[src/design/bstr_pkg.sv]
// Shared types, widths and constants of the blocked stencil / torus rank map.
// No dependencies; every other design file but bstr_div_pipe refers to this package by scoped names.
package bstr_pkg;

    // Field widths
    localparam int IDX_W      = 20;
    localparam int STENCIL_W  = 24;
    localparam int TRANK_W    = 20;
    localparam int RC_W       = 20;
    localparam int GRID_W     = 9;
    localparam int BLK_W      = 7;

    // Stencil grouping: GROUP_EDGE^3 blocks per group
    localparam int GROUP_EDGE = 4;
    localparam int GROUP_BITS = 2;
    localparam int CUBE_BITS  = 3 * GROUP_BITS;

    // Derived configuration widths
    localparam int GC_W       = 7;                   // groups per axis, blocks >= 1
    localparam int BXY_W      = 2 * BLK_W;
    localparam int CELLS_W    = 3 * BLK_W;
    localparam int GROUP_W    = CELLS_W + CUBE_BITS;
    localparam int GXY_W      = 2 * GC_W;
    localparam int GXGY_W     = 2 * GRID_W;
    localparam int GNUM_W     = IDX_W - CUBE_BITS;   // group size is at least 64

    // 6-D torus walk
    localparam int TORUS_SIDE     = 6;
    localparam int TORUS_HALF     = (TORUS_SIDE + 1) / 2;
    localparam int TORUS_DIMS     = 6;
    localparam int RANKS_PER_NODE = 16;
    localparam int SLOT_BITS      = 4;
    localparam int SUB_LO         = SLOT_BITS + TORUS_DIMS;
    localparam int SUB_W          = IDX_W - SUB_LO;
    localparam int NODE_W         = TRANK_W - SLOT_BITS;
    localparam int TORUS_TOTAL    = (TORUS_HALF ** TORUS_DIMS) << SUB_LO;
    localparam int DIV3_MUL       = 683;
    localparam int DIV3_SHIFT     = 11;

    // Cycles for the derived configuration to settle after a register write
    localparam int SETTLE_CYCLES  = 12;
    localparam int SETTLE_W       = 4;

    // Register map
    localparam int REG_IDX_W = 3;
    localparam logic [REG_IDX_W-1:0] REG_RANK_COUNT = 3'd0;
    localparam logic [REG_IDX_W-1:0] REG_GRID_X     = 3'd1;
    localparam logic [REG_IDX_W-1:0] REG_GRID_Y     = 3'd2;
    localparam logic [REG_IDX_W-1:0] REG_GRID_Z     = 3'd3;
    localparam logic [REG_IDX_W-1:0] REG_BLOCK_X    = 3'd4;
    localparam logic [REG_IDX_W-1:0] REG_BLOCK_Y    = 3'd5;
    localparam logic [REG_IDX_W-1:0] REG_BLOCK_Z    = 3'd6;

    typedef struct packed {
        logic [RC_W-1:0]    rank_count;
        logic [GRID_W-1:0]  grid_x;
        logic [GXGY_W-1:0]  grid_xy;
        logic [BLK_W-1:0]   blk_x;
        logic [BLK_W-1:0]   blk_y;
        logic [BLK_W-1:0]   blk_z;
        logic [BXY_W-1:0]   blk_xy;
        logic [CELLS_W-1:0] cells;
        logic [GC_W-1:0]    gc_x;
        logic [GXY_W-1:0]   gc_xy;
        logic               bad;
    } cfg_t;

    function automatic int pow6(input int e);
        int r;
        r = 1;
        for (int m = 0; m < e; m++) begin
            r = r * TORUS_SIDE;
        end
        return r;
    endfunction

endpackage

[src/design/bstr_torus.sv]
// Six-stage pipeline mapping a task index to its 6-D torus rank, one axis digit per stage.
// Depends on bstr_pkg.
module bstr_torus (
    input  logic                        clk,
    input  logic                        rst_n,
    input  logic                        in_valid,
    input  logic [bstr_pkg::IDX_W-1:0]  in_idx,
    input  logic                        in_bad,
    output logic                        out_valid,
    output logic [bstr_pkg::IDX_W-1:0]  out_idx,
    output logic                        out_bad,
    output logic [bstr_pkg::TRANK_W-1:0] out_trank
);

    localparam int N = bstr_pkg::TORUS_DIMS;

    logic                            valid_reg [N];
    logic [bstr_pkg::SUB_W-1:0]      sub_reg   [N];
    logic [bstr_pkg::NODE_W-1:0]     acc_reg   [N];
    logic [bstr_pkg::IDX_W-1:0]      idx_reg   [N];
    logic                            bad_reg   [N];

    for (genvar j = 0; j < N; j++) begin : g_stage
        logic                                        vin;
        logic [bstr_pkg::SUB_W-1:0]                  sin;
        logic [bstr_pkg::NODE_W-1:0]                 ain;
        logic [bstr_pkg::IDX_W-1:0]                  iin;
        logic                                        bin;
        logic [bstr_pkg::SUB_W+bstr_pkg::DIV3_SHIFT-1:0] prod;
        logic [bstr_pkg::SUB_W-1:0]                  sub_next;
        logic [bstr_pkg::SUB_W-1:0]                  left;
        logic [2:0]                                  digit;
        logic [bstr_pkg::NODE_W-1:0]                 acc_next;

        if (j == 0) begin : g_first
            assign vin = in_valid;
            assign sin = in_idx[bstr_pkg::IDX_W-1:bstr_pkg::SUB_LO];
            assign ain = '0;
            assign iin = in_idx;
            assign bin = in_bad;
        end else begin : g_rest
            assign vin = valid_reg[j-1];
            assign sin = sub_reg[j-1];
            assign ain = acc_reg[j-1];
            assign iin = idx_reg[j-1];
            assign bin = bad_reg[j-1];
        end

        // Divide the sub-cube number by three through its reciprocal
        assign prod = (bstr_pkg::SUB_W+bstr_pkg::DIV3_SHIFT)'(sin)
                    * (bstr_pkg::SUB_W+bstr_pkg::DIV3_SHIFT)'(bstr_pkg::DIV3_MUL);
        assign sub_next = prod[bstr_pkg::SUB_W+bstr_pkg::DIV3_SHIFT-1:bstr_pkg::DIV3_SHIFT];
        assign left     = sin - sub_next - {sub_next[bstr_pkg::SUB_W-2:0], 1'b0};
        // Coordinate on this axis: sub-cube origin plus the inner bit
        assign digit    = {left[1:0], iin[bstr_pkg::SLOT_BITS + j]};
        assign acc_next = ain + bstr_pkg::NODE_W'(bstr_pkg::NODE_W'(digit)
                        * bstr_pkg::NODE_W'(bstr_pkg::pow6(j)));

        always_ff @(posedge clk or negedge rst_n)
        begin
            if (!rst_n)
            begin
                valid_reg[j] <= 1'b0;
            end
            else
            begin
                valid_reg[j] <= vin;
            end
        end

        always_ff @(posedge clk)
        begin
            sub_reg[j] <= sub_next;
            acc_reg[j] <= acc_next;
            idx_reg[j] <= iin;
            bad_reg[j] <= bin;
        end
    end

    assign out_valid = valid_reg[N-1];
    assign out_idx   = idx_reg[N-1];
    assign out_bad   = bad_reg[N-1];
    assign out_trank = {acc_reg[N-1], idx_reg[N-1][bstr_pkg::SLOT_BITS-1:0]};

endmodule

[config.mk]
export PLATFORM = sky130hd
export DESIGN_NAME = bstr_torus
export DESIGN_NICKNAME = d
export VERILOG_FILES = /design/src/design/bstr_pkg.sv /design/src/design/bstr_torus.sv
export SDC_FILE = /design/constraint.sdc
export NUM_CORES = 1
export LEC_CHECK = 0
export BUFFER_PORTS_ARGS = -buffer_cell sky130_fd_sc_hd__buf_4
export CAP_MARGIN = 20
export CELL_PAD_IN_SITES_DETAIL_PLACEMENT = 0
export CELL_PAD_IN_SITES_GLOBAL_PLACEMENT = 1
export CORE_MARGIN = 2
export CORE_UTILIZATION = 31
export DETAILED_ROUTE_END_ITERATION = 8
export PLACE_DENSITY_LB_ADDON = 0.1
export SYNTH_ARGS = -nofsm -noshare
export SYNTH_HDL_FRONTEND = slang
export SYNTH_SLANG_ARGS = --single-unit
[constraint.sdc]
create_clock -name clk -period 6.65 [get_ports clk]
set_clock_uncertainty 0.15 [all_clocks]
set_input_delay 0.3325 -clock clk [delete_from_list [all_inputs] [get_ports clk]]
set_output_delay 0.3325 -clock clk [all_outputs]
set_load 0.03 [all_outputs]
Word-level counts from Yosys, hierarchy flattened
Memories as Yosys holds them, arrays and structs flattened.
Index checks and enable logic that the tools add are counted.
- input port bits: 24
- memory bits (writable): 276
- memories kept: 4
- output and inout bits: 42
- register bits after elaboration: 6
- word-level logic and storage cells: 38
- memories (name ; depth ; width ; read ports ; clocked after memory_dff ; wr ports ; line ; RTL):
    idx_reg ; 6 ; 20 ; 6 ; 0 ; 6 ; bstr_torus.sv:20 ; logic [bstr_pkg::IDX_W-1:0] idx_reg [N];
    acc_reg ; 6 ; 16 ; 6 ; 0 ; 6 ; bstr_torus.sv:19 ; logic [bstr_pkg::NODE_W-1:0] acc_reg [N];
    sub_reg ; 6 ; 9 ; 5 ; 0 ; 6 ; bstr_torus.sv:18 ; logic [bstr_pkg::SUB_W-1:0] sub_reg [N];
    bad_reg ; 6 ; 1 ; 6 ; 0 ; 6 ; bstr_torus.sv:21 ; logic bad_reg [N];
- $mul: 11
- add/subtract/negate cells: 17
- operators with widths (kind ; number):
    $mul A10 B10 Y20 const B ; 6
    $sub A2 B2 Y2 ; 12
    $add A16 B11 Y16 ; 1
    $add A16 B14 Y16 ; 1
    $add A16 B16 Y16 ; 1
    $add A16 B6 Y16 ; 1
    $add A16 B9 Y16 ; 1
    $mul A3 B8 Y11 const B ; 1
    $mul A3 B7 Y10 const B ; 1
    $mul A3 B5 Y8 const B ; 1
    $mul A3 B4 Y7 const B ; 1
    $mul A3 B2 Y5 const B ; 1

Longest topological paths before layout
An unclocked memory read counts as a cell.
- depth after elaboration: 6
- gate-level depth with buffers: 32
- mapped depth without buffers: 32

Least setup slack after synthesis
No wires, ideal clock.
- kind: register to register
- from: memory sub_reg[4][5] (netlist bit)
- to: memory acc_reg[5][14] (netlist bit)
- data required time: 6.378 ns
- library setup time: 0.122 ns
- path buffers: 0
- arrival time: 6.706 ns
- slack: -0.328 ns
- cell stages (with the launch flop): 32
- period minus slack after synthesis: 6.978 ns
- cell sequence: dfxtp_1 ha_1 ha_1 fa_1 fa_1 inv_1 fa_1 inv_1 ha_1 nand2_1 o21a_1 o21ai_0 a21oi_1 xnor2_1 ha_1 xor2_1 xnor2_1 xnor2_1 xnor2_1 ha_1 inv_1 ha_1 or2_2 ha_1 a21o_1 a21oi_1 o31ai_1 xor2_1 ha_1 mux2i_1 o211ai_1 a311o_1
- RTL lines (item ; line):
    from (decl) ; bstr_torus.sv:18
    to (decl) ; bstr_torus.sv:19

==> out/metrics.yaml <==
timing:
  period_share_pct: 103
  rsz0062_at_grt: "yes"
  setup_ws_ns: -0.185
  finalHoldViolCount: 0
  timing.fmax_mhz: 146
  fin_crit_ns: 6.83
  worstMarginPinSlew_ns: 0.484
  maxSlewHeadroom_pct: 67.4
  final.setup.tns_ns: -0.285
  setup_viol: 2
  report.final.slew_viol_count: 0
route:
  drtAntennaViolNets: 0
  wire_per_inst_um: 12.9
  drcViolationCount: 0
  totalWireLength_um: 29700
  drt_iter0_markers: 209
  vias_per_cell: 4.18
  dr.pass1.iters: 4
  vias: 9615
worst_setup_path:
  startpoint_type: "register"
  cp_slowest_cell: "fa_1"
  cp_max_fo: 4
  cpPeakStageDelay_ns: 0.50
  crit_required_ns: 6.95
  worstPathArrival_ns: 7.14
  critPathKind: "register to register"
  crit_top_cell: "ha_4"
  crit_path_end_kind: "register"
run:
  max_cap_violations: 0
grt:
  grt_pass1_vias: 10397
  grt_use_total_pct: 11.7
  grt_max_degree: 16
  grt-ovfl-total: 0
  antenna_found_initial: 0
  grt_pass1_wl_um: 50300
logic_synthesis:
  synth_edf_count: 0
  netlist_area_mm2: 0.0157
  synth_area_leaders: "ha_1 32%, dfxtp_1 29%, fa_1 15%, inv_1 6.7%, xnor2_1 3.7%"
  async_flop_share_pct: 2.58
  yosysWarnings: 0
  avgSynthCellArea_um2: 11.1
  synth_fp_nets: 1957
  ys_seq_area_share_pct: 29.9
  yosysTopAreaCell: "ha_1"
  synth_top_area_share_pct: 31.7
  syn_inst: 1419
  ys_seq_elements: 233
  synthDistinctLibCells: 60
  synth-main-ff-cell: "dfxtp_1"
layout:
  final_common_cell: "ha_1"
  antennaDiodeCount: 0
  syn_to_final_growth_pct: 22.4
  drive_above_1_share_pct: 17.1
  fillers: 4981
  largest_reg_flops: 120
  final_cell_mix: "368 x ha_1, 276 x inv_1, 218 x dfxtp_1"
  final_area_mm2: 0.0192
  nNetsFinal: 2148
floorplan:
  core_area_mm2: 0.0501
  ios: 66
  die-area_mm2: 0.0525
  die_x_um: 229
  start_util_pct: 31.4
  rows: 82
  die_h_um: 229
cts:
  insertion_delay_ns: 0.56
  cts_buffer_depth: 3
  cts_buffers: 28
  path_clk_slew_ns: 0.06
  cts_root_buf: "clkbuf_16"
  htree_num_levels: 1
  cts_tree: "built"
  clkSinkCount: 233
run_status:
  violations: "negative setup slack"
  status: "complete, but fails checks"
place:
  post_dp_cell_area_mm2: 0.0176
  gp_congestion: 0.778
  hpwlAfterDp_um: 25100
  port_buffers: 65
hold_path:
  hold_path.class: "register to register"
==> cell type report <==
type	instances	area (um^2)	area share (%)
clock inverter	9	90.1	0.468
tap	672	841	4.37
multi-input combinational	897	10400	54.0
clock buffer	39	802	4.17
inverter	281	1050	5.48
timing repair buffer	169	1350	7.03
sequential	233	4710	24.5
==> critical path: cells and delay by family (launching register included) <==
kind	cells	cell delay [ns]
flip-flops	1	0.36
XOR/XNOR	6	0.90
adder cells (fa/ha/maj)	11	3.44
buffers and inverters	4	0.30
AO/OA/AOI/OAI	8	1.21
AND/OR/NAND/NOR	3	0.38
==> cells by family after synthesis <==
logic type,Yosys count,synth area share (%)
muxes,1,0.0637
AOI/OAI and AO/OA,151,6.79
xor gates and xnor gates,98,5.61
adders and majority gates,514,46.5
and+or+nand+nor,133,4.15
DFF,233,29.9
buffers and inverters,289,7.02
==> what timing repair did <==
action                                 in CTS  in global routing
setup buffers                               2                  7
setup endpoints to repair                   4                 12
pin swaps                                  21                 44
resized for setup                          13                 66
hold buffers                               24                  0
gates cloned                                0                  0
endpoints found under the hold margin      29                  0
==> synthesized netlist by cell type (2+ instances only) <==
cell type / number
ha_1: 398
inv_1: 281
dfxtp_1: 227
fa_1: 116
xnor2_1: 67
a21oi_1: 45
nor2_1: 44
xor2_1: 29
a21o_1: 20
nor3_1: 20
nand2_1: 19
o21ai_0: 19
o21bai_1: 13
nand3_1: 12
o21a_1: 10
nor2b_1: 8
dfrtp_1: 6
nand4_1: 6
a31oi_1: 5
and3_1: 5
buf_4: 5
a211oi_1: 4
nand2b_1: 4
o2111ai_1: 4
a211o_1: 3
a41oi_1: 3
and2_1: 3
clkbuf_1: 3
nor3b_1: 3
o211ai_1: 3
o41ai_2: 3
a221oi_1: 2
nor4_1: 2
==> worst paths after layout <==
path | startpoint | end | slack (ns) | cells after the start
max | sub_reg[4][5] | acc_reg[5][14] | -0.18 | 32
min | idx_reg[1][9] | idx_reg[2][9] | 0.17 | 0
max reg2reg | sub_reg[4][5] | acc_reg[5][14] | -0.18 | 32
min reg2reg | idx_reg[1][9] | idx_reg[2][9] | 0.17 | 0
max in group asynchronous | rst_n | g_stage[2].vin | 5.57 | 3
min in group asynchronous | rst_n | out_valid | 0.56 | 3
==> stage by stage <==
step | hold slack (ns) | util (%) | cells | worst slack, ns
after global placement | -0.0100 | 35.1 | 2219 | -0.256
after detailed placement | -0.00784 | 35.1 | 2219 | -0.324
after floorplan | -0.113 | - | 1419 | 0.00232
after CTS | 0.174 | 37.6 | 2293 | -0.200
after global routing | 0.176 | 38.4 | 2300 | -0.488
final | 0.168 | 38.4 | 2300 | -0.185
==> per-layer routing <==
layer  vias to the layer above  share of wire (%)  track usage, %
met5                         -                  0               0
met1                      4451                 47            14.5
met4                         0                1.9            3.02
li1                       5063                  -               -
met2                        65                 49            21.1
met3                        36                2.7            1.77
Power is not shown: default switching activity piles up to over one toggle a cycle in this logic, so the estimate is an artifact.
