`src/design/bstr_pkg.sv`:
```
// Shared types, widths and constants of the blocked stencil / torus rank map.
// No dependencies; every other design file but bstr_div_pipe refers to this package by scoped names.
package bstr_pkg;

    // Field widths
    localparam int IDX_W      = 20;
    localparam int STENCIL_W  = 24;
    localparam int TRANK_W    = 20;
    localparam int RC_W       = 20;
    localparam int GRID_W     = 9;
    localparam int BLK_W      = 7;

    // Stencil grouping: GROUP_EDGE^3 blocks per group
    localparam int GROUP_EDGE = 4;
    localparam int GROUP_BITS = 2;
    localparam int CUBE_BITS  = 3 * GROUP_BITS;

    // Derived configuration widths
    localparam int GC_W       = 7;                   // groups per axis, blocks >= 1
    localparam int BXY_W      = 2 * BLK_W;
    localparam int CELLS_W    = 3 * BLK_W;
    localparam int GROUP_W    = CELLS_W + CUBE_BITS;
    localparam int GXY_W      = 2 * GC_W;
    localparam int GXGY_W     = 2 * GRID_W;
    localparam int GNUM_W     = IDX_W - CUBE_BITS;   // group size is at least 64

    // 6-D torus walk
    localparam int TORUS_SIDE     = 6;
    localparam int TORUS_HALF     = (TORUS_SIDE + 1) / 2;
    localparam int TORUS_DIMS     = 6;
    localparam int RANKS_PER_NODE = 16;
    localparam int SLOT_BITS      = 4;
    localparam int SUB_LO         = SLOT_BITS + TORUS_DIMS;
    localparam int SUB_W          = IDX_W - SUB_LO;
    localparam int NODE_W         = TRANK_W - SLOT_BITS;
    localparam int TORUS_TOTAL    = (TORUS_HALF ** TORUS_DIMS) << SUB_LO;
    localparam int DIV3_MUL       = 683;
    localparam int DIV3_SHIFT     = 11;

    // Cycles for the derived configuration to settle after a register write
    localparam int SETTLE_CYCLES  = 12;
    localparam int SETTLE_W       = 4;

    // Register map
    localparam int REG_IDX_W = 3;
    localparam logic [REG_IDX_W-1:0] REG_RANK_COUNT = 3'd0;
    localparam logic [REG_IDX_W-1:0] REG_GRID_X     = 3'd1;
    localparam logic [REG_IDX_W-1:0] REG_GRID_Y     = 3'd2;
    localparam logic [REG_IDX_W-1:0] REG_GRID_Z     = 3'd3;
    localparam logic [REG_IDX_W-1:0] REG_BLOCK_X    = 3'd4;
    localparam logic [REG_IDX_W-1:0] REG_BLOCK_Y    = 3'd5;
    localparam logic [REG_IDX_W-1:0] REG_BLOCK_Z    = 3'd6;

    typedef struct packed {
        logic [RC_W-1:0]    rank_count;
        logic [GRID_W-1:0]  grid_x;
        logic [GXGY_W-1:0]  grid_xy;
        logic [BLK_W-1:0]   blk_x;
        logic [BLK_W-1:0]   blk_y;
        logic [BLK_W-1:0]   blk_z;
        logic [BXY_W-1:0]   blk_xy;
        logic [CELLS_W-1:0] cells;
        logic [GC_W-1:0]    gc_x;
        logic [GXY_W-1:0]   gc_xy;
        logic               bad;
    } cfg_t;

    function automatic int pow6(input int e);
        int r;
        r = 1;
        for (int m = 0; m < e; m++) begin
            r = r * TORUS_SIDE;
        end
        return r;
    endfunction

endpackage

```
`src/design/bstr_div_pipe.sv`:
```
// Pipelined restoring divider, one quotient bit per register stage.
// Depends on nothing; the divisor must stay stable while transactions are in flight.
module bstr_div_pipe #(
    parameter int Q  = 8,
    parameter int DW = 8,
    parameter int PW = 1
) (
    input  logic          clk,
    input  logic          rst_n,
    input  logic          in_valid,
    input  logic [DW-1:0] in_hi,
    input  logic [Q-1:0]  in_lo,
    input  logic [DW-1:0] den,
    input  logic [PW-1:0] in_pay,
    output logic          out_valid,
    output logic [Q-1:0]  quot,
    output logic [DW-1:0] rem,
    output logic [PW-1:0] out_pay
);

    logic          valid_reg [Q];
    logic [DW-1:0] rem_reg   [Q];
    logic [Q-1:0]  lo_reg    [Q];
    logic [PW-1:0] pay_reg   [Q];

    for (genvar k = 0; k < Q; k++) begin : g_stage
        logic          vin;
        logic [DW-1:0] rin;
        logic [Q-1:0]  lin;
        logic [PW-1:0] pin;
        logic [DW:0]   trial;
        logic          take;
        logic [Q:0]    shifted;
        logic [DW-1:0] rem_next;
        logic [Q-1:0]  lo_next;

        if (k == 0) begin : g_first
            assign vin = in_valid;
            assign rin = in_hi;
            assign lin = in_lo;
            assign pin = in_pay;
        end else begin : g_rest
            assign vin = valid_reg[k-1];
            assign rin = rem_reg[k-1];
            assign lin = lo_reg[k-1];
            assign pin = pay_reg[k-1];
        end

        // Bring down the next dividend bit, subtract when it fits
        assign trial    = {rin, lin[Q-1]};
        assign take     = (trial >= {1'b0, den});
        assign rem_next = take ? DW'(trial - {1'b0, den}) : trial[DW-1:0];
        assign shifted  = {lin, take};
        assign lo_next  = shifted[Q-1:0];

        always_ff @(posedge clk or negedge rst_n)
        begin
            if (!rst_n)
            begin
                valid_reg[k] <= 1'b0;
            end
            else
            begin
                valid_reg[k] <= vin;
            end
        end

        always_ff @(posedge clk)
        begin
            rem_reg[k] <= rem_next;
            lo_reg[k]  <= lo_next;
            pay_reg[k] <= pin;
        end
    end

    assign out_valid = valid_reg[Q-1];
    assign quot      = lo_reg[Q-1];
    assign rem       = rem_reg[Q-1];
    assign out_pay   = pay_reg[Q-1];

endmodule

```
`src/design/bstr_cfg.sv`:
```
// APB register file and derived configuration (group counts, products, error flag).
// Depends on bstr_pkg and bstr_div_pipe.
module bstr_cfg (
    input  logic                  clk,
    input  logic                  rst_n,
    input  logic                  psel,
    input  logic                  penable,
    input  logic                  pwrite,
    input  logic [4:0]            paddr,
    input  logic [31:0]           pwdata,
    output logic [31:0]           prdata,
    output logic                  pready,
    output bstr_pkg::cfg_t        cfg,
    output logic                  busy
);

    logic [bstr_pkg::RC_W-1:0]    rank_count_reg;
    logic [bstr_pkg::GRID_W-1:0]  grid_x_reg, grid_y_reg, grid_z_reg;
    logic [bstr_pkg::BLK_W-1:0]   blk_x_reg, blk_y_reg, blk_z_reg;
    logic [bstr_pkg::GC_W-1:0]    gc_x_reg, gc_y_reg, gc_z_reg;
    logic [bstr_pkg::BXY_W-1:0]   blk_xy_reg;
    logic [bstr_pkg::CELLS_W-1:0] cells_reg;
    logic [bstr_pkg::GXY_W-1:0]   gc_xy_reg;
    logic [bstr_pkg::GXGY_W-1:0]  grid_xy_reg;
    logic                         bad_reg;
    logic [bstr_pkg::SETTLE_W-1:0] settle_reg;

    logic                          wr;
    logic [bstr_pkg::REG_IDX_W-1:0] idx;
    logic [bstr_pkg::GRID_W-1:0]   q_x, q_y, q_z;

    assign wr     = psel & penable & pwrite;
    assign idx    = paddr[4:2];
    assign pready = 1'b1;

    always_ff @(posedge clk or negedge rst_n)
    begin
        if (!rst_n)
        begin
            rank_count_reg <= bstr_pkg::RC_W'(1);
            grid_x_reg     <= bstr_pkg::GRID_W'(4);
            grid_y_reg     <= bstr_pkg::GRID_W'(4);
            grid_z_reg     <= bstr_pkg::GRID_W'(4);
            blk_x_reg      <= bstr_pkg::BLK_W'(1);
            blk_y_reg      <= bstr_pkg::BLK_W'(1);
            blk_z_reg      <= bstr_pkg::BLK_W'(1);
            settle_reg     <= bstr_pkg::SETTLE_W'(bstr_pkg::SETTLE_CYCLES);
        end
        else
        begin
            if (wr)
            begin
                case (idx)
                    bstr_pkg::REG_RANK_COUNT: rank_count_reg <= pwdata[bstr_pkg::RC_W-1:0];
                    bstr_pkg::REG_GRID_X:     grid_x_reg     <= pwdata[bstr_pkg::GRID_W-1:0];
                    bstr_pkg::REG_GRID_Y:     grid_y_reg     <= pwdata[bstr_pkg::GRID_W-1:0];
                    bstr_pkg::REG_GRID_Z:     grid_z_reg     <= pwdata[bstr_pkg::GRID_W-1:0];
                    bstr_pkg::REG_BLOCK_X:    blk_x_reg      <= pwdata[bstr_pkg::BLK_W-1:0];
                    bstr_pkg::REG_BLOCK_Y:    blk_y_reg      <= pwdata[bstr_pkg::BLK_W-1:0];
                    bstr_pkg::REG_BLOCK_Z:    blk_z_reg      <= pwdata[bstr_pkg::BLK_W-1:0];
                    default: ;
                endcase
                settle_reg <= bstr_pkg::SETTLE_W'(bstr_pkg::SETTLE_CYCLES);
            end
            else if (settle_reg != '0)
            begin
                settle_reg <= settle_reg - 1'b1;
            end
        end
    end

    always_comb
    begin
        case (idx)
            bstr_pkg::REG_RANK_COUNT: prdata = 32'(rank_count_reg);
            bstr_pkg::REG_GRID_X:     prdata = 32'(grid_x_reg);
            bstr_pkg::REG_GRID_Y:     prdata = 32'(grid_y_reg);
            bstr_pkg::REG_GRID_Z:     prdata = 32'(grid_z_reg);
            bstr_pkg::REG_BLOCK_X:    prdata = 32'(blk_x_reg);
            bstr_pkg::REG_BLOCK_Y:    prdata = 32'(blk_y_reg);
            bstr_pkg::REG_BLOCK_Z:    prdata = 32'(blk_z_reg);
            default:                  prdata = '0;
        endcase
    end

    // Groups per axis: grid / (GROUP_EDGE * block), recomputed continuously
    bstr_div_pipe #(.Q(bstr_pkg::GRID_W), .DW(bstr_pkg::GRID_W), .PW(1)) u_div_x (
        .clk(clk), .rst_n(rst_n), .in_valid(1'b1), .in_hi('0), .in_lo(grid_x_reg),
        .den({blk_x_reg, {bstr_pkg::GROUP_BITS{1'b0}}}), .in_pay(1'b0),
        .out_valid(), .quot(q_x), .rem(), .out_pay()
    );
    bstr_div_pipe #(.Q(bstr_pkg::GRID_W), .DW(bstr_pkg::GRID_W), .PW(1)) u_div_y (
        .clk(clk), .rst_n(rst_n), .in_valid(1'b1), .in_hi('0), .in_lo(grid_y_reg),
        .den({blk_y_reg, {bstr_pkg::GROUP_BITS{1'b0}}}), .in_pay(1'b0),
        .out_valid(), .quot(q_y), .rem(), .out_pay()
    );
    bstr_div_pipe #(.Q(bstr_pkg::GRID_W), .DW(bstr_pkg::GRID_W), .PW(1)) u_div_z (
        .clk(clk), .rst_n(rst_n), .in_valid(1'b1), .in_hi('0), .in_lo(grid_z_reg),
        .den({blk_z_reg, {bstr_pkg::GROUP_BITS{1'b0}}}), .in_pay(1'b0),
        .out_valid(), .quot(q_z), .rem(), .out_pay()
    );

    always_ff @(posedge clk)
    begin
        gc_x_reg    <= q_x[bstr_pkg::GC_W-1:0];
        gc_y_reg    <= q_y[bstr_pkg::GC_W-1:0];
        gc_z_reg    <= q_z[bstr_pkg::GC_W-1:0];
        gc_xy_reg   <= bstr_pkg::GXY_W'(gc_x_reg) * bstr_pkg::GXY_W'(gc_y_reg);
        blk_xy_reg  <= bstr_pkg::BXY_W'(blk_x_reg) * bstr_pkg::BXY_W'(blk_y_reg);
        cells_reg   <= bstr_pkg::CELLS_W'(blk_xy_reg) * bstr_pkg::CELLS_W'(blk_z_reg);
        grid_xy_reg <= bstr_pkg::GXGY_W'(grid_x_reg) * bstr_pkg::GXGY_W'(grid_y_reg);
        bad_reg     <= (blk_x_reg == '0) || (blk_y_reg == '0) || (blk_z_reg == '0)
                    || (gc_x_reg == '0) || (gc_y_reg == '0) || (gc_z_reg == '0);
    end

    assign cfg.rank_count = rank_count_reg;
    assign cfg.grid_x     = grid_x_reg;
    assign cfg.grid_xy    = grid_xy_reg;
    assign cfg.blk_x      = blk_x_reg;
    assign cfg.blk_y      = blk_y_reg;
    assign cfg.blk_z      = blk_z_reg;
    assign cfg.blk_xy     = blk_xy_reg;
    assign cfg.cells      = cells_reg;
    assign cfg.gc_x       = gc_x_reg;
    assign cfg.gc_xy      = gc_xy_reg;
    assign cfg.bad        = bad_reg;

    assign busy = (settle_reg != '0);

endmodule

```
`config.mk`:
```
export PLATFORM = sky130hd
export DESIGN_NAME = bstr_cfg
export DESIGN_NICKNAME = d
export VERILOG_FILES = /design/src/design/bstr_pkg.sv /design/src/design/bstr_div_pipe.sv /design/src/design/bstr_cfg.sv
export SDC_FILE = /design/constraint.sdc
export NUM_CORES = 1
export LEC_CHECK = 0
export BUFFER_PORTS_ARGS = -buffer_cell sky130_fd_sc_hd__clkbuf_2
export CAP_MARGIN = 20
export CORE_MARGIN = 3
export CORE_UTILIZATION = 59
export CTS_CLUSTER_SIZE = 16
export DETAILED_ROUTE_END_ITERATION = 10
export GPL_TIMING_DRIVEN = 0
export PLACE_DENSITY = 0.78
export SLEW_MARGIN = 20
export SYNTH_ARGS = -nofsm -noshare
export SYNTH_HDL_FRONTEND = slang
export SYNTH_SLANG_ARGS = --single-unit
```
`constraint.sdc`:
```
create_clock -name clk -period 13.35 [get_ports clk]
set_clock_uncertainty 0.1 [all_clocks]
set_input_delay 2.67 -clock clk [delete_from_list [all_inputs] [get_ports clk]]
set_output_delay 2.67 -clock clk [all_outputs]
set_load 0.02 [all_outputs]
```
* Word-level counts from Yosys, hierarchy flattened
Memory sizes are Yosys's and may differ from the RTL's. A register that Yosys moved wholly into a read port is not among the register bits.
Index checks and enable logic that the tools add are counted.
** Cells by class
- $add $sub $neg :: 28
- Multiply operators :: 4
- Order comparisons :: 27
- Equal/unequal tests :: 6
- Muxes and demuxes :: 30
- Bitwise operators :: 2
- Reduce and logical (&&, ||, !) cells :: 21
** Operators with widths (count)
- 9-bit 2-to-1 mux :: 27
- 10-bit by 9-bit greater-or-equal comparator with 1-bit output :: 24
- 9-bit subtractor :: 24
- 20-bit case mux with 7 select lines :: 1
- 7-bit logical NOT :: 6
- 7-bit by 7-bit multiplier with 14-bit output :: 2
- 1-bit by 9-bit greater-or-equal comparator with 1-bit output :: 3
- 1-bit by 9-bit subtractor with 9-bit output :: 3
- 14-bit by 7-bit multiplier with 21-bit output :: 1
- 9-bit by 9-bit multiplier with 18-bit output :: 1
- 2-bit AND reduction :: 7
- 3-bit == test (second input constant) :: 3
- 4-bit 2-to-1 mux :: 2
- 3-bit by 2-bit == test with 1-bit output (second input constant) :: 2
- 1-bit logical OR :: 5
- 4-bit nonzero test :: 1
- 4-bit by 1-bit subtractor with 4-bit output (second input constant) :: 1
- 3-bit by 1-bit == test with 1-bit output (second input constant) :: 1
- 3-bit logical NOT :: 1
- 1-bit AND :: 2
- 2-bit nonzero test :: 1
** Storage, ports and cells
- Bits in registers :: 140
- Bits in writable memories :: 486
- Bits of input ports :: 42
- Output and inout bits :: 159
- Word-level logic and storage cells :: 137
- Memories kept :: 6
** Memories
- u_div_x.lo_reg :: words 9, width 9, rd ports 9, clocked after Yosys merged registers in 1, wr ports 9, line bstr_div_pipe.sv:23 : logic [Q-1:0] lo_reg [Q];
- u_div_x.rem_reg :: words 9, width 9, rd ports 8, clocked after Yosys merged registers in 0, wr ports 9, line bstr_div_pipe.sv:22 : logic [DW-1:0] rem_reg [Q];
- u_div_y.lo_reg :: words 9, width 9, rd ports 9, clocked after Yosys merged registers in 1, wr ports 9, line bstr_div_pipe.sv:23
- u_div_y.rem_reg :: words 9, width 9, rd ports 8, clocked after Yosys merged registers in 0, wr ports 9, line bstr_div_pipe.sv:22
- u_div_z.lo_reg :: words 9, width 9, rd ports 9, clocked after Yosys merged registers in 1, wr ports 9, line bstr_div_pipe.sv:23
- u_div_z.rem_reg :: words 9, width 9, rd ports 8, clocked after Yosys merged registers in 0, wr ports 9, line bstr_div_pipe.sv:22

* Depth between registers and ports, before layout
Gate-level depths: netlist of the first run.
- Depth in word-level cells :: 6
- Gate-level depth with buffers :: 18
- Mapped depth without buffers :: 17

* Hierarchy
Synthesis of the first run repeated with hierarchy kept, for this count alone.
** Unflattened totals
- Cell total of the unflattened synthesis :: 3673
- Area, all modules :: 38400.6 µm²
** By module, submodules not included
- bstr_div_pipe at u_div_x ... :: instances 2, cells each 730, area each 8026.4 µm², sequential area each 3648.5 µm²
- bstr_cfg :: instances 1, cells each 1423, area each 14104.8 µm², sequential area each 3594.7 µm²
- bstr_div_pipe at u_div_z :: instances 1, cells each 790, area each 8242.9 µm², sequential area each 3648.5 µm²

* Worst setup path after synthesis of the first run
Ideal clock, no wire load.
- Kind :: input-to-output
- From :: input port paddr[3]
- To :: output port prdata[0]
- Arrival :: 3.865 ns
- Required time :: 10.580 ns
- Setup slack :: 6.715 ns
- Cell stages on the path :: 4
- Buffers on the path :: 2
- Cells stage by stage :: buf_2 clkbuf_1 mux4_2 mux2_2
** On the way
- Word-level cells in the longest chain between the ends :: 2
- Elaborated cells on any way between the ends :: 8
- Classes of those cells :: eq/ne: 6; mux: 1; reduce/logical: 1
** Ends and longest elaborated chain
- start, declared :: line bstr_cfg.sv:9 : input logic [4:0] paddr,
- 3-bit == test (tied with other cells) :: line bstr_cfg.sv:74 : case (idx)
- 20-bit case mux with 7 select lines * :: line bstr_cfg.sv:74
- end, declared :: line bstr_cfg.sv:11 : output logic [31:0] prdata,
Every way passes the cells marked *; elsewhere a longest branch is shown, timed or not.

* Worst setup path in the final report of the first run
Same ends and word-level chain as after synthesis.

==> PnR_summary.wiki, run 1 <==
{| class="wikitable"
! Metric !! Value
|-
| Status || finished, final reports clean
|-
| Antenna diodes || 0
|-
| Post-CTS clock slew at the launch and capture registers of the worst setup and hold paths || 0.06 ns
|-
| Highest cell delay on the worst timing path || 0.45 ns
|-
| Synthesis warning total || 0
|-
| Port bufs || 173
|-
| Cell count after synthesis || 3033
|-
| Sinks on the clock net || 566
|-
| Post-CTS setup buffer count || 0
|-
| CP endpoint kind || primary output
|-
| Area occupied by registers || 0.0117 mm2
|-
| Worst endpoint data arrival time || 4.39 ns
|-
| Class of the most critical setup path || input pin to primary output
|-
| Hold path startpoint || u_div_y.lo_reg[8][5]
|-
| Predominant post-synthesis flop cell || dfxtp_1
|-
| Setup Viol. Count Final || 0
|-
| Cell mode on critical path || clkbuf_2
|-
| Final max-slew violation count || 0
|-
| Number of remaining DRC errors || 0
|-
| Half-perimeter wire length after detailed placement || 51500 um
|-
| Number of cells in the design after placement || 3890
|-
| Worst path required time || 10.58 ns
|-
| Aggregate routed wire length || 69100 um
|-
| Maximum clock frequency || 140 MHz
|-
| Area taken by multi-input logic gates || 0.0173 mm2
|-
| Number of enable flip-flop cells after synthesis || 0
|-
| Placeable core region || 0.0507 mm2
|-
| Tightest slew margin relative to the limit || 0.318
|-
| Via density per instance || 5.58
|-
| Worst Hold Depth || 0
|-
| Number of global-route vias before repair || 22800
|-
| Detail Route Antenna Nets || 0
|-
| Synth cell types || 79
|-
| Proportion of netlist area held by the largest area contributor || 0.323
|-
| Total congestion overflow || 0
|-
| Synthesized area per cell || 10.1 um2
|-
| Min cycle time layout || 7.16 ns
|-
| First-pass GRT wire length || 113000 um
|-
| Final Hold Fails || 0
|-
| Hold Crit Endpoint || gc_y_reg[5]
|-
| Transition at the pin with the smallest max-transition slack || 1.02 ns
|-
| Number of buffers added by the clock tree synthesis step || 58
|-
| Async set or reset register ratio after synthesis || 0.127
|-
| Synth Cell Area || 0.0306 mm2
|-
| Critical Path, Cell by Cell || clkbuf_2 > buf_2 > clkbuf_1 > mux4_2 > mux2_2 > clkbuf_2
|-
| Die footprint || 0.0547 mm2
|-
| Number of max-cap violations || 0
|-
| Clock tree from TritonCTS || yes
|-
| Hold-fix buffer count after cts || 0
|-
| Number of detailed-route iterations in the first pass || 5
|-
| Antenna violations before repair || 0
|-
| Largest net degree at the start of global routing || 44
|-
| CTS resizes || 0
|-
| First-iteration detailed-routing DRC count || 1263
|-
| Die Height || 234 um
|-
| Most repeated cell in the gate-level netlist after synthesis || dfxtp_1
|-
| Starting Density || 0.604
|-
| Number of H-tree branching levels || 2
|-
| Top cell type by total area after synthesis || dfxtp_1
|-
| Via count || 22300
|-
| Net count reported at finish || 3812
|-
| Number of top-level pins || 201
|-
| RSZ-0062 raised after global routing || false
|-
| Total global routing track utilization || 0.254
|-
| Largest buffer count on any clock path || 3
|-
| Worst-path maximum fanout || 10
|-
| Sequential-to-total area share from yosys stat || 0.382
|-
| Proportion of layout cells with a drive suffix above 1 || 0.140
|-
| Standard cell with the maximum stage delay on the critical path || clkbuf_1
|-
| Site row count || 82
|-
| Fill count || 3796
|-
| Worst hold margin || 0.218 ns
|-
| Final TNS setup || 0 ns
|-
| Worst Reg-to-Reg Cells || 13
|-
| Final instance count without filler cells || 3999
|-
| RePlAce Congestion || 0.919
|-
| Reg2reg setup slack || 7.20 ns
|-
| Share of the core filled with cells in the final layout || 0.680
|-
| Post-detailed-route wirelength per cell || 17.3 um
|-
| Most frequent cells after synthesis || dfxtp_1 (494), inv_1 (359), ha_1 (314), nand2_1 (239), nor2_1 (193)
|-
| Leading post-synthesis cells by cell area || dfxtp_1 (32%), ha_1 (13%), fa_1 (12%)
|-
| End of the worst register-to-register path || blk_xy_reg[13]
|-
| Worst setup SP type || input pin
|-
| Worst reg2reg path startpoint || blk_x_reg[1]
|-
| Class of the most critical hold timing path || flop to flop
|-
| Area delta synth->final || 12.5%
|-
| Post-synthesis sequential element count || 566
|-
| Clock latency of the later-clocked register in the worst-skew pair || 0.64 ns
|-
| Chip Width || 234 um
|-
| Clock tree root driver cell || clkbuf_16
|-
| Crit share post-route || 0.536
|}
## stage by stage
step                cell area [um2]  setup slack (ns)
floorplan                     30700              6.71
global placement              32400              6.22
detailed placement            32400              6.22
CTS                           34500              6.21
global route                  34500              6.09
finish                        34500              6.19
## layer usage
metal	share of wire	wire, um	up-vias	global-route usage
met3	0.065	4470	169	0.0505
met4	0.036	2500	0	0.0966
met5	0	0	-	0
met2	0.48	33200	660	0.436
li1	-	-	10700	-
met1	0.42	28900	10800	0.318
## logic make-up (layout without fill, tap and decap cells)
family          after synthesis  in the layout  synth area share
compound gates              415            415            0.0891
xor+xnor                     80             80            0.0229
fa+ha+maj                   492            492             0.245
buf+inv                     432            715            0.0550
flops                       566            566             0.382
mux                         176            176            0.0652
other cells                   2             13          0.000245
simple gates                870            870             0.141
## placed cells by master (no fill, tap or decap), types with 10 or more instances in the layout
master / count
a211oi_1: 20
a21boi_0: 36
a21o_1: 22
a21oi_1: 68
and2_1: 143
and3_1: 19
buf_4: 15
clkbuf_1: 54
clkbuf_16: 60
clkbuf_2: 172
conb_1: 13
dfrtp_1: 62
dfxtp_1: 494
fa_1: 178
ha_1: 314
inv_1: 359
mux2_2: 121
mux2i_1: 46
nand2_1: 239
nand2b_1: 14
nand3_1: 57
nand4_1: 18
nor2_1: 193
nor2_2: 10
nor2b_1: 44
nor3_1: 61
nor4_1: 16
o211ai_1: 24
o21a_1: 31
o21ai_0: 119
o31a_1: 10
o31ai_1: 11
or3_1: 13
or4_1: 17
xnor2_1: 65
xor2_1: 15
## worst max-delay path, delay by kind of cell
family                 cells  cell delay, ns
buffers and inverters      4            1.03
multiplexers               2            0.68
## layout make-up
class	instances	share of cell area
inverters	363	0.0395
multi-input cells	2046	0.501
flip-flops and latches	566	0.340
clock buffers	74	0.0465
plain buffers	69	0.00936
repair buffers	174	0.0258
well taps	672	0.0244
clock inverters	35	0.0135
## worst max-delay path by stage
stage          cells past startpoint  slack [ns]         to  startpoint
4_1_cts                            6        6.21  prdata[0]    paddr[3]
3_3_place_gp                       6        6.22  prdata[0]    paddr[3]
2_1_floorplan                      4        6.71  prdata[0]    paddr[3]
3_5_place_dp                       6        6.22  prdata[0]    paddr[3]
5_1_grt                            6        6.09  prdata[7]    paddr[2]
6_report                           6        6.19  prdata[0]    paddr[3]
Power of run 1 is left out: the tool's default activity adds up to more than one toggle a clock period on the data nets, which glitch-free logic cannot reach.
==> inputs of run 2 (changes only) <==
Settings changed: CORE_UTILIZATION 59 to 56.
Clock period 13.35 ns to 5.7 ns, I/O delays scaled along.
==> PnR_summary.wiki, run 2 (synthesized netlist as in run 1, its figures left out) <==
{| class="wikitable"
! Metric !! Value
|-
| Chip Width || 240 um
|-
| Class of the most critical hold timing path || flop to flop
|-
| Most frequent standard cell in the layout excluding fill and tap cells || dfxtp_1
|-
| Status || finished, final reports clean
|-
| Fill count || 4306
|-
| CP endpoint kind || flop
|-
| First-pass GRT wire length || 111000 um
|-
| Number of remaining DRC errors || 0
|-
| Min cycle time layout || 5.47 ns
|-
| Number of detailed-route iterations in the first pass || 8
|-
| Port bufs || 173
|-
| Final max-slew violation count || 0
|-
| Site row count || 85
|-
| End of the worst register-to-register path || blk_xy_reg[13]
|-
| Transition at the pin with the smallest max-transition slack || 0.751 ns
|-
| Net count reported at finish || 3813
|-
| Via density per instance || 5.47
|-
| Hold Crit Endpoint || u_div_x.lo_reg[4][2]
|-
| Reg2reg setup slack || 0.23 ns
|-
| Detail Route Antenna Nets || 0
|-
| Most used cells in the layout excluding fill and tap cells || dfxtp_1 (494), inv_1 (358), ha_1 (314)
|-
| Placeable core region || 0.0539 mm2
|-
| First-iteration detailed-routing DRC count || 1325
|-
| Post-CTS clock slew at the launch and capture registers of the worst setup and hold paths || 0.06 ns
|-
| Largest net degree at the start of global routing || 43
|-
| Clock tree root driver cell || clkbuf_16
|-
| Hold path startpoint || u_div_x.lo_reg[3][1]
|-
| Clock tree from TritonCTS || yes
|-
| RePlAce Congestion || 0.899
|-
| Worst setup SP type || flop
|-
| Maximum clock frequency || 183 MHz
|-
| Largest buffer count on any clock path || 3
|-
| Via count || 22000
|-
| Worst Hold Depth || 0
|-
| Post-detailed-route wirelength per cell || 16.7 um
|-
| Starting Density || 0.568
|-
| Die Height || 240 um
|-
| Total congestion overflow || 0
|-
| Number of buffers added by the clock tree synthesis step || 58
|-
| Crit share post-route || 0.960
|-
| Final Hold Fails || 0
|-
| Share of the core filled with cells in the final layout || 0.642
|-
| Number of top-level pins || 201
|-
| Tightest slew margin relative to the limit || 0.499
|-
| Worst endpoint data arrival time || 5.88 ns
|-
| Setup Viol. Count Final || 0
|-
| Number of H-tree branching levels || 2
|-
| Die footprint || 0.0575 mm2
|-
| Aggregate routed wire length || 67100 um
|-
| Antenna violations before repair || 0
|-
| Number of global-route vias before repair || 22300
|-
| Area delta synth->final || 12.9%
|-
| Total global routing track utilization || 0.237
|-
| RSZ-0062 raised after global routing || false
|-
| Worst Reg-to-Reg Cells || 14
|-
| Half-perimeter wire length after detailed placement || 49500 um
|-
| Hold-fix buffer count after cts || 0
|-
| Proportion of layout cells with a drive suffix above 1 || 0.143
|-
| Number of max-cap violations || 0
|-
| Worst-path maximum fanout || 13
|-
| Sinks on the clock net || 566
|-
| Worst reg2reg path startpoint || blk_x_reg[0]
|-
| Antenna diodes || 0
|-
| Class of the most critical setup path || flop to flop
|-
| Worst path required time || 6.10 ns
|-
| Clock latency of the later-clocked register in the worst-skew pair || 0.65 ns
|}
==> run 2: changes by cell type in the layout (fill, tap and decap cells not counted), moves of 2 or more <==
cell       before  now
clkinv_1        4    2
dfrtp_2         1    4
clkbuf_1       54   50
inv_6           6    2
clkbuf_2      172  174
bufinv_16       8   10
clkinv_4        3    5
buf_4          15   17
dfrtp_1        62   58
clkbuf_8        5    7
==> run 2: worst max path at each step <==
stage                 startpoint             end  slack, ns
finish              blk_x_reg[0]  blk_xy_reg[13]       0.23
floorplan           blk_x_reg[1]  blk_xy_reg[13]       0.67
global route        blk_x_reg[0]  blk_xy_reg[13]    0.00007
detailed placement  blk_x_reg[1]  blk_xy_reg[13]      -0.31
global placement    blk_x_reg[1]  blk_xy_reg[13]      -0.29
CTS                 blk_z_reg[5]   cells_reg[19]       0.09
==> run 2: worst max-delay path: stages, from the launching register on <==
cell,delay (ns)
dfstp_2,0.85
inv_1,0.10
clkbuf_1,0.32
nor2_1,0.24
fa_1,0.45
fa_1,0.51
fa_1,0.52
fa_1,0.51
ha_1,0.36
and2_1,0.19
a221oi_1,0.32
o21ai_0,0.19
a211oi_1,0.37
a21oi_1,0.14
xnor2_1,0.14
==> run 2: per-layer routing <==
| metal | part of all wire | vias up | track usage |
|---|---|---|---|
| met5 | 0 | - | 0 |
| met4 | 0.033 | 0 | 0.0811 |
| met3 | 0.064 | 164 | 0.0446 |
| met2 | 0.48 | 647 | 0.410 |
| met1 | 0.42 | 10500 | 0.299 |
| li1 | - | 10700 | - |
==> run 2: timing repair <==
item                       CTS  global route
buffers inserted             0             2
gates resized for setup      2            10
setup endpoints to repair    4             6
cloned                       0             0
==> run 2: layout make-up <==
cell class,instances,area (um2),area share
multi-input combinational,2046,17300,0.500
tap,696,871,0.0252
clock buffer,74,1600,0.0463
clock inverter,35,528,0.0153
buffer,68,322,0.00930
inverter,363,1370,0.0396
sequential,566,11700,0.339
timing repair buffer,176,903,0.0261
==> run 2: stage by stage <==
stage	worst slack (ns)	cell area, um2	std cells	hold slack (ns)	setup TNS (ns)
3_5_place_dp	-0.305	32400	3914	0.212	-0.449
3_3_place_gp	-0.292	32400	3913	0.210	-0.417
6_report	0.226	34600	4024	0.221	0
4_1_cts	0.0889	34600	4023	0.223	0
5_1_grt	0.0000675	34600	4024	0.227	0
2_1_floorplan	0.673	30700	3044	0.210	0
Power of run 2 is left out for the same reason.
